`src/hdl/rfrs_pkg.sv`:
```
`default_nettype none

package rfrs_pkg;

   // default geometry of the ring
   localparam int FRAME_BYTES_DEF = 128;
   localparam int SLOT_COUNT_DEF  = 4;

   // operation codes
   localparam logic [2:0] OP_RX_BYTE    = 3'd0;
   localparam logic [2:0] OP_RX_TIMEOUT = 3'd1;
   localparam logic [2:0] OP_READ_BYTE  = 3'd2;
   localparam logic [2:0] OP_SET_READ   = 3'd3;
   localparam logic [2:0] OP_SET_WRITE  = 3'd4;
   localparam logic [2:0] OP_CLR_OVFL   = 3'd5;
   // spare codes, no effect on the ring
   localparam logic [2:0] OP_SPARE_6    = 3'd6;
   localparam logic [2:0] OP_SPARE_7    = 3'd7;

   typedef struct packed {
      logic [2:0] operation;
      logic [7:0] rx_byte;
      logic [1:0] slot;
      logic [6:0] byte_index;
   } rfrs_req_type;

   typedef struct packed {
      logic [7:0] read_data;
      logic       frame_committed;
      logic [7:0] commit_len;
      logic       overflow;
      logic [1:0] write_pointer;
      logic [1:0] read_pointer;
   } rfrs_rsp_type;

   // everything of a result except the store byte, which comes from the store read port
   typedef struct packed {
      logic       is_read;
      logic       frame_committed;
      logic [7:0] commit_len;
      logic       overflow;
      logic [1:0] write_pointer;
      logic [1:0] read_pointer;
   } rfrs_stage_type;

endpackage

`default_nettype wire

```
`src/hdl/rfrs_req_if.sv`:
```
`default_nettype none

interface rfrs_req_if;
   logic                   valid;
   logic                   ready;
   rfrs_pkg::rfrs_req_type data;

   modport source (output valid, output data, input ready);
   modport sink (input valid, input data, output ready);
endinterface

`default_nettype wire

```
`src/hdl/rfrs_rsp_if.sv`:
```
`default_nettype none

interface rfrs_rsp_if;
   logic                   valid;
   logic                   ready;
   rfrs_pkg::rfrs_rsp_type data;

   modport source (output valid, output data, input ready);
   modport sink (input valid, input data, output ready);
endinterface

`default_nettype wire

```
`src/hdl/rfrs_ram.sv`:
```
`default_nettype none

// simple dual port RAM, registered read that holds while rd_en is low
module rfrs_ram #(
   parameter int WIDTH = 8,
   parameter int DEPTH = 512
) (
   input  wire logic                     clock,
   input  wire logic                     wr_en,
   input  wire logic [$clog2(DEPTH)-1:0] wr_addr,
   input  wire logic [WIDTH-1:0]         wr_data,
   input  wire logic                     rd_en,
   input  wire logic [$clog2(DEPTH)-1:0] rd_addr,
   output logic      [WIDTH-1:0]         rd_data
);

   logic [WIDTH-1:0] mem_ff [DEPTH];

   always_ff @(posedge clock) begin
      if (wr_en) begin
         mem_ff[wr_addr] <= wr_data;
      end
      if (rd_en) begin
         rd_data <= mem_ff[rd_addr];
      end
   end

endmodule

`default_nettype wire

```
`src/hdl/received_frame_ring_store.sv`:
```
`default_nettype none

// Ring of SLOT_COUNT frame buffers of FRAME_BYTES bytes each for received
// radio bytes.
// req_ch: one beat per operation (rx byte, rx timeout, read byte, set read
//   slot, set write slot, clear overflow). rsp_ch: exactly one beat per
//   request beat, in order, with the read byte, the commit flag and length,
//   and the overflow flag and both slot pointers after the operation.
// Pipeline: an accepted request passes the stage register, then the output
//   register (the store read port is registered). Throughput: one beat per
//   cycle unless rsp_ch stalls. Pointer and position updates are done in
//   the accept cycle, so back-to-back operations see each other's effects.
// Stall: a response waiting on rsp_ch does not block; one more request is
//   taken while its store read sits in the stage register. req_ch.ready
//   drops only when both the stage and the output register are full.
// Reset: pointers, overflow flag and byte position clear to zero, pipeline
//   empties. The store itself is not cleared; reading a byte never written
//   returns an undefined value.
module received_frame_ring_store #(
   parameter int FRAME_BYTES = rfrs_pkg::FRAME_BYTES_DEF,
   parameter int SLOT_COUNT  = rfrs_pkg::SLOT_COUNT_DEF
) (
   input wire logic  clock,
   input wire logic  reset,
   rfrs_req_if.sink  req_ch,
   rfrs_rsp_if.source rsp_ch
);

   localparam int SW    = $clog2(SLOT_COUNT);
   localparam int PW    = $clog2(FRAME_BYTES);
   localparam int DEPTH = SLOT_COUNT * FRAME_BYTES;
   localparam int AW    = $clog2(DEPTH);

   // architectural state
   logic [SW-1:0] write_slot_ff, write_slot_in;
   logic [SW-1:0] read_slot_ff, read_slot_in;
   logic          overflow_flag_ff, overflow_flag_in;
   logic [PW-1:0] byte_pos_ff, byte_pos_in;

   // pipeline: stage waits on the store read, rsp is the output register
   logic                     s1_valid_ff, s1_valid_in;
   rfrs_pkg::rfrs_stage_type s1_ff, s1_in;
   logic                     rsp_valid_ff, rsp_valid_in;
   rfrs_pkg::rfrs_rsp_type   rsp_ff, rsp_in;

   logic                     s1_adv;
   logic                     accept;

   // store port
   logic          wr_en;
   logic [AW-1:0] wr_addr;
   logic          rd_en;
   logic [AW-1:0] rd_addr;
   logic [7:0]    rd_data;

   // decode helpers
   logic [SW-1:0] req_slot;
   logic          slot_ok;
   logic          idx_ok;
   logic          pos_last;
   logic          frame_done;
   logic          commit;
   logic [7:0]    length;
   logic [SW-1:0] write_next;
   logic [SW-1:0] read_next;

   rfrs_ram #(
      .WIDTH (8),
      .DEPTH (DEPTH)
   ) u_store (
      .clock   (clock),
      .wr_en   (wr_en),
      .wr_addr (wr_addr),
      .wr_data (req_ch.data.rx_byte),
      .rd_en   (rd_en),
      .rd_addr (rd_addr),
      .rd_data (rd_data)
   );

   // handshake: stage moves on whenever the output register is free
   assign s1_adv       = !rsp_valid_ff || rsp_ch.ready;
   assign req_ch.ready = !s1_valid_ff || s1_adv;
   assign accept       = req_ch.valid && req_ch.ready;

   assign req_slot = SW'(req_ch.data.slot);
   assign slot_ok  = 32'(req_ch.data.slot) < 32'(SLOT_COUNT);
   assign idx_ok   = 32'(req_ch.data.byte_index) < 32'(FRAME_BYTES);
   assign pos_last = byte_pos_ff == PW'(FRAME_BYTES - 1);

   assign write_next = (write_slot_ff == SW'(SLOT_COUNT - 1)) ? '0 : write_slot_ff + 1'b1;
   assign read_next  = (read_slot_ff == SW'(SLOT_COUNT - 1)) ? '0 : read_slot_ff + 1'b1;

   // a frame ends on a zero byte or on the last byte of the slot
   assign frame_done = (req_ch.data.rx_byte == 8'd0) || pos_last;
   assign length     = (req_ch.data.rx_byte == 8'd0) ? 8'(byte_pos_ff) : 8'(FRAME_BYTES);
   // an empty frame (zero byte at position zero) is not committed
   assign commit     = (req_ch.data.operation == rfrs_pkg::OP_RX_BYTE) && frame_done &&
                       !((req_ch.data.rx_byte == 8'd0) && (byte_pos_ff == '0));

   // every rx byte is stored at the current position of the write slot
   assign wr_en   = accept && (req_ch.data.operation == rfrs_pkg::OP_RX_BYTE);
   assign wr_addr = AW'(write_slot_ff) * AW'(FRAME_BYTES) + AW'(byte_pos_ff);
   assign rd_en   = accept && (req_ch.data.operation == rfrs_pkg::OP_READ_BYTE);
   assign rd_addr = AW'(req_slot) * AW'(FRAME_BYTES) + AW'(req_ch.data.byte_index);

   always_comb begin
      write_slot_in    = write_slot_ff;
      read_slot_in     = read_slot_ff;
      overflow_flag_in = overflow_flag_ff;
      byte_pos_in      = byte_pos_ff;

      unique case (req_ch.data.operation)
         rfrs_pkg::OP_RX_BYTE: begin
            byte_pos_in = frame_done ? '0 : byte_pos_ff + 1'b1;
            if (commit) begin
               write_slot_in = write_next;
               // ring full and already flagged: drop the oldest frame
               if ((write_slot_ff == read_slot_ff) && overflow_flag_ff) begin
                  read_slot_in = read_next;
               end else if (write_next == read_slot_ff) begin
                  overflow_flag_in = 1'b1;
               end
            end
         end
         rfrs_pkg::OP_RX_TIMEOUT: begin
            byte_pos_in = '0;
         end
         rfrs_pkg::OP_SET_READ: begin
            if (slot_ok) begin
               read_slot_in = req_slot;
            end
         end
         rfrs_pkg::OP_SET_WRITE: begin
            if (slot_ok) begin
               write_slot_in = req_slot;
            end
            byte_pos_in = '0;
         end
         rfrs_pkg::OP_CLR_OVFL: begin
            overflow_flag_in = 1'b0;
         end
         default: begin
         end
      endcase

      s1_in.is_read         = (req_ch.data.operation == rfrs_pkg::OP_READ_BYTE) &&
                              slot_ok && idx_ok;
      s1_in.frame_committed = commit;
      s1_in.commit_len      = commit ? length : 8'd0;
      s1_in.overflow        = overflow_flag_in;
      s1_in.write_pointer   = 2'(write_slot_in);
      s1_in.read_pointer    = 2'(read_slot_in);

      s1_valid_in = req_ch.ready ? accept : s1_valid_ff;

      rsp_in.read_data       = s1_ff.is_read ? rd_data : 8'd0;
      rsp_in.frame_committed = s1_ff.frame_committed;
      rsp_in.commit_len      = s1_ff.commit_len;
      rsp_in.overflow        = s1_ff.overflow;
      rsp_in.write_pointer   = s1_ff.write_pointer;
      rsp_in.read_pointer    = s1_ff.read_pointer;

      rsp_valid_in = s1_adv ? s1_valid_ff : rsp_valid_ff;
   end

   always_ff @(posedge clock) begin
      if (reset) begin
         write_slot_ff    <= '0;
         read_slot_ff     <= '0;
         overflow_flag_ff <= 1'b0;
         byte_pos_ff      <= '0;
         s1_valid_ff      <= 1'b0;
         rsp_valid_ff     <= 1'b0;
      end else begin
         if (accept) begin
            write_slot_ff    <= write_slot_in;
            read_slot_ff     <= read_slot_in;
            overflow_flag_ff <= overflow_flag_in;
            byte_pos_ff      <= byte_pos_in;
         end
         s1_valid_ff  <= s1_valid_in;
         rsp_valid_ff <= rsp_valid_in;
      end
   end

   // payload registers, no reset
   always_ff @(posedge clock) begin
      if (accept) begin
         s1_ff <= s1_in;
      end
      if (s1_adv && s1_valid_ff) begin
         rsp_ff <= rsp_in;
      end
   end

   assign rsp_ch.valid = rsp_valid_ff;
   assign rsp_ch.data  = rsp_ff;

`ifndef SYNTH
   // byte position never runs past the end of a slot
   a_pos_range: assert property (@(posedge clock) disable iff (reset)
      32'(byte_pos_ff) < 32'(FRAME_BYTES))
      else $error("byte position out of slot");

   // the overflow flag is only raised when write catches up with read
   a_ovfl_set: assert property (@(posedge clock) disable iff (reset)
      $rose(overflow_flag_ff) |-> (write_slot_ff == read_slot_ff))
      else $error("overflow raised with write and read apart");

   // a committed frame always carries a length, except a full 256-byte slot
   a_commit_len: assert property (@(posedge clock) disable iff (reset)
      (rsp_valid_ff && rsp_ff.frame_committed) |->
         ((rsp_ff.commit_len != 8'd0) || (FRAME_BYTES == 256)))
      else $error("committed frame with zero length");

   // no request taken while the stage is stuck behind a full output
   a_no_overrun: assert property (@(posedge clock) disable iff (reset)
      (s1_valid_ff && rsp_valid_ff && !rsp_ch.ready) |=> $stable(s1_ff))
      else $error("stage overwritten while stalled");
`endif

endmodule

`default_nettype wire
```
`src/flat_wrapper.sv`:
```
// flat-port wrapper written by rule: the top's interface ports become plain ports
module received_frame_ring_store_flat 
#(
   parameter int FRAME_BYTES = rfrs_pkg::FRAME_BYTES_DEF,
   parameter int SLOT_COUNT  = rfrs_pkg::SLOT_COUNT_DEF
)
  (clock, reset, req_ch_valid, req_ch_data, req_ch_ready, rsp_ch_valid, rsp_ch_data, rsp_ch_ready);
  rfrs_req_if req_ch_i ();
  rfrs_rsp_if rsp_ch_i ();
  input wire logic clock;
  input wire logic reset;
  input wire logic [$bits(req_ch_i.valid)-1:0] req_ch_valid;
  input wire logic [$bits(req_ch_i.data)-1:0] req_ch_data;
  output wire logic [$bits(req_ch_i.ready)-1:0] req_ch_ready;
  output wire logic [$bits(rsp_ch_i.valid)-1:0] rsp_ch_valid;
  output wire logic [$bits(rsp_ch_i.data)-1:0] rsp_ch_data;
  input wire logic [$bits(rsp_ch_i.ready)-1:0] rsp_ch_ready;
  assign req_ch_i.valid = req_ch_valid;
  assign req_ch_i.data = req_ch_data;
  assign req_ch_ready = req_ch_i.ready;
  assign rsp_ch_valid = rsp_ch_i.valid;
  assign rsp_ch_data = rsp_ch_i.data;
  assign rsp_ch_i.ready = rsp_ch_ready;
  received_frame_ring_store #(.FRAME_BYTES(FRAME_BYTES), .SLOT_COUNT(SLOT_COUNT)) u_core (.clock(clock), .reset(reset), .req_ch(req_ch_i), .rsp_ch(rsp_ch_i));
endmodule
```
`config.mk`:
```
export PLATFORM = sky130hd
export DESIGN_NAME = received_frame_ring_store_flat
export DESIGN_NICKNAME = d
export VERILOG_FILES = /design/src/hdl/rfrs_pkg.sv /design/src/hdl/rfrs_req_if.sv /design/src/hdl/rfrs_rsp_if.sv /design/src/hdl/rfrs_ram.sv /design/src/hdl/received_frame_ring_store.sv /design/src/flat_wrapper.sv
export SDC_FILE = /design/constraint.sdc
export NUM_CORES = 2
export LEC_CHECK = 0
export ABC_AREA = 0
export BUFFER_PORTS_ARGS = -buffer_cell sky130_fd_sc_hd__buf_2
export CORE_MARGIN = 5
export CORE_UTILIZATION = 35
export CTS_CLUSTER_SIZE = 14
export DETAILED_ROUTE_END_ITERATION = 8
export PLACE_DENSITY = 0.6
export SYNTH_ARGS = -nofsm -noshare
export SYNTH_HDL_FRONTEND = slang
export SYNTH_SLANG_ARGS = --single-unit
```
`constraint.sdc`:
```
create_clock -name clock -period 2.85 [get_ports clock]
set_input_delay 0.285 -clock clock [delete_from_list [all_inputs] [get_ports clock]]
set_output_delay 0.285 -clock clock [all_outputs]
set_load 0.05 [all_outputs]
```
==> impl_summary.txt <==
----------------------------------------------------
[Global routing]
  Gr usage total ... 18.3%
  Via count of the first global-routing pass ... 87,900
  Met1 capacity usage during global routing ... about a quarter
  Grt peak-use layer ... met2
  Number of antenna violations at the first check in global routing ... 25
  Pin count of the biggest net entering global routing ... 203
  Met2 track demand over resource ... between 20 and 30%
  Met3 GRT Util ... 3.03%
  Total overflow reported by the global router ... 0
  Global-route wire length before repair ... 643,000 um

[Layout]
  Area of all sequential standard cells ... approximately 0.12 mm2
  Fill count ... 40,000
  Area occupied by multi-input gates ... 0.0352 mm2
  Fin util ... 41.8%
  Growth of design area from synthesis to finish ... 19.1%
  Nets ... 9,478
  Proportion of layout cells with a drive suffix above 1 ... 27.4%

[Floorplan]
  Count of boundary I/O pins ... between 40 and 50
  Die height ... 691 um
  Core Rows ... 250
  Width of the die ... 691 um
  Starting utilization of the core area ... roughly a third
  Floorplan core area ... roughly 0.46 mm2
  Die area ... 0.478 mm2

[Timing]
  FMAX ... approximately 0.36 GHz
  Post-layout minimum cycle time ... ~2.8 ns
  Period utilisation layout ... 97.2%
  Sum of negative setup slack ... 0 ns
  Pin slew with the least headroom to its limit ... 1.32 ns
  RSZ-0062 raised after global routing ... true
  Max-slew violation count ... 0
  Final setup vio count ... 0
  Clock Skews ... 0.0603 ns
  Final hold viol count ... 0
  Max-slew headroom at the worst pin ... 11.9%

[Clock tree]
  Inserted Clock Buffers ... about 400
  Count of H-tree levels built during CTS ... 5
  Buffer type at the clock tree root ... clkbuf_16
  TritonCTS clock tree ... built
  Post-CTS Setup Bufs ... 0
  Clock transition time at the flip-flop clock pins of the worst setup and hold paths ... 0.07 ns
  Clock Tree Buf Depth ... 4
  Clock latency on the worst-skew pair ... 1.02 ns
  Clock Sink Count ... 4,155

[Yosys]
  Post-Synthesis Net Count ... 8,267
  Number of synthesized register bits ... a little over 4,000
  Dominant synthesized flop cell ... edfxtp_1
  Share of the yosys chip area belonging to registers ... 76.7%
  Count of yosys warnings during synthesis ... 0
  Synth unique cells ... 71
  Area of the mapped netlist ... roughly 0.16 mm2
  Synthesized area per cell ... 19.7 um2
  Gate count of the mapped netlist ... between 8,000 and 9,000
  Number of synthesized flops with an enable pin ... 4,141
  Post-synth ARST share ... 0%

[Hold path]
  Startpoint of the worst hold path ... req_ch_data[10]
  Path class of the lowest-slack min-delay path ... in -> reg

[Setup path]
  Critical path class ... reg -> reg
  Critical-path cell list ... mux2i_1 > o221ai_1 > buf_4 > nor3_1 > nor4_1 > nand3_1 > or4_1 > nor4b_2
  Critical-path maximum fanout ... 2
  Worst setup EP type ... flop
  Crit path launch type ... flop
  CP Launch Point ... u_core.u_store.mem_ff[256][1]$_DFFE_PP_
  Largest stage delay on the critical path ... 0.61 ns
  Required time of the critical path ... 3.66 ns
  FF-to-FF Start ... u_core.u_store.mem_ff[256][1]$_DFFE_PP_
  Signal arrival time at the worst endpoint ... 3.58 ns
  Highest-delay cell along the critical path ... or4_1

[Routing]
  Detailed router's first-iteration violation count ... 10,200
  Number of iterations in the first detailed-routing pass ... 6
  Count of vias placed by the detailed router ... 87,300
  Average wire length per cell after detail routing ... 28.2 um
  Final WL ... 451,000 um
  Residual antenna-violating net count after detailed routing ... 0
  Drt via density ... 5.46
  Drc violations ... 0

[Power]
  Lkg Pwr ... between 60 and 70 nW
  Total power of the final layout ... 129 mW
  Maximum ir drop on the vdd rail ... 0.000498 V
  Pwr Density ... 666 mW/mm2

[Placement]
  Number of buffers added on ports ... 47
  Half-perimeter wire length after detailed placement ... between 200,000 and 300,000 um
  Placer Congestion ... 0.894

[Run status]
  Run status ... complete, no violations

[Flow run]
  Number of max-cap violations ... 0

----------------------------------------------------
-- cells in the mapped netlist, types with 9 or more instances --
library cell | number | area share, %
nand2_1 | 182 | 0.42
inv_1 | 9 | 0.021
buf_6 | 60 | 0.42
o32ai_1 | 9 | 0.049
mux2i_1 | 698 | 4.3
o221ai_1 | 272 | 1.5
nor2_1 | 599 | 1.4
nor2b_1 | 17 | 0.065
o22ai_1 | 197 | 0.76
a2111oi_0 | 15 | 0.081
nor4_1 | 44 | 0.17
nor3_1 | 180 | 0.55
nand2b_1 | 13 | 0.050
o21a_1 | 13 | 0.060
and3_1 | 10 | 0.038
nand3_1 | 64 | 0.20
edfxtp_1 | 4141 | 77
buf_4 | 87 | 0.40
o21ai_0 | 72 | 0.22
o2bb2ai_1 | 13 | 0.070
mux4_2 | 695 | 9.6
a21oi_1 | 127 | 0.39
clkbuf_1 | 256 | 0.59
and2_1 | 38 | 0.15
nand4_1 | 32 | 0.12
a211oi_1 | 56 | 0.26
buf_2 | 81 | 0.25
a22oi_1 | 21 | 0.097
dfxtp_1 | 14 | 0.17
buf_1 | 37 | 0.085
ha_1 | 9 | 0.069
o31ai_1 | 9 | 0.042
or2_2 | 18 | 0.069
or4_1 | 11 | 0.051
a31oi_1 | 16 | 0.062
-- layer usage --
layer	up-vias	part of all wire, %	wire length [um]
met1	46000	40	183000
met3	707	7.9	35700
li1	36600	-	-
met2	3949	48	215000
met5	-	0.0089	40
met4	6	3.9	17500
-- layout by cell type (no fill, tap or decap), types with 126 or more instances in the layout --
cell / netlist / final
edfxtp_1: 4141 / 4141
buf_4: 87 / 1082
mux2i_1: 698 / 698
mux4_2: 695 / 695
nor2_1: 599 / 585
clkbuf_16: 0 / 407
o221ai_1: 272 / 268
o22ai_1: 197 / 197
buf_12: 2 / 187
nor3_1: 180 / 176
nand2_1: 182 / 166
a21oi_1: 127 / 126
-- kinds of logic after synthesis --
logic type / synth area share, %
buffers and inverters: 1.83
multiplexers: 14.0
adder cells (fa/ha/maj): 0.0693
AO/OA/AOI/OAI: 3.88
XOR/XNOR: 0.0485
AND/OR/NAND/NOR: 3.50
flip-flops: 76.7
-- per-stage QoR --
stage               cell area [um2]  setup slack, ns  hold WS, ns  instances
floorplan                    163000            0.190        0.384       8234
global placement             180000            -1.11        0.415      15200
detailed placement           180000            -1.20        0.408      15200
CTS                          193000           0.0188       0.0477      16000
global route                 193000         0.000304       0.0715      16000
finish                       194000           0.0806       0.0955      16000
-- report_power, final --
part | switching (mW) | internal [mW] | leakage (nW)
Sequential | 0.0326 | 67.2 | 37.3
Clock | 23.2 | 31.5 | 6.55
Combinational | 4.22 | 2.64 | 19.0
-- flip-flops by register name, indices dropped and copies added, names as in the netlist, 2 cells and up --
name	flops
u_core.u_store.mem_ff	4096
u_core.rsp_ch.data	22
u_core.rsp_in	14
u_core.u_store.rd_data	8
u_core.byte_pos_ff	7
u_core.read_slot_ff	2
u_core.write_slot_ff	2
-- final timing paths --
kind	end	slack (ns)	depth (start not counted)
setup / recovery	u_core.u_store.rd_data[1]$_DFFE_PP_	0.08	8
hold / removal	u_core.u_store.mem_ff[263][1]$_DFFE_PP_	0.1	2
setup reg to reg	u_core.u_store.rd_data[1]$_DFFE_PP_	0.08	8
hold reg to reg	u_core.rsp_ch.data[1]$_DFFE_PP_	0.42	0
-- area by class of cell --
| type | count | share of cell area, % |
|---|---|---|
| sequential | 4155 | 64.4 |
| timing repair buffer | 1334 | 6.40 |
| tap | 6174 | 3.99 |
| clock buffer | 477 | 5.40 |
| inverter | 11 | 0.0265 |
| multi-input combinational | 3541 | 18.2 |
| clock inverter | 262 | 1.57 |
| antenna | 30 | 0.0388 |
-- critical path: cells and delay by family, from the launching register on --
family	cells	cell delay, ns
compound gates	1	0.32
mux	1	0.07
flops	1	0.33
simple gates	5	1.69
buf+inv	1	0.17
-- what timing repair did --
| item | CTS | global route |
|---|---|---|
| hold buffers | 19 | 0 |
| gates resized for setup | 4 | 25 |
| pin swaps | 2 | 2 |
| endpoints found under the setup margin | 7 | 76 |
| hold endpoints to repair | 379 | 0 |
| cloned | 0 | 0 |
Note: power is estimated with default switching activity, not from simulation.
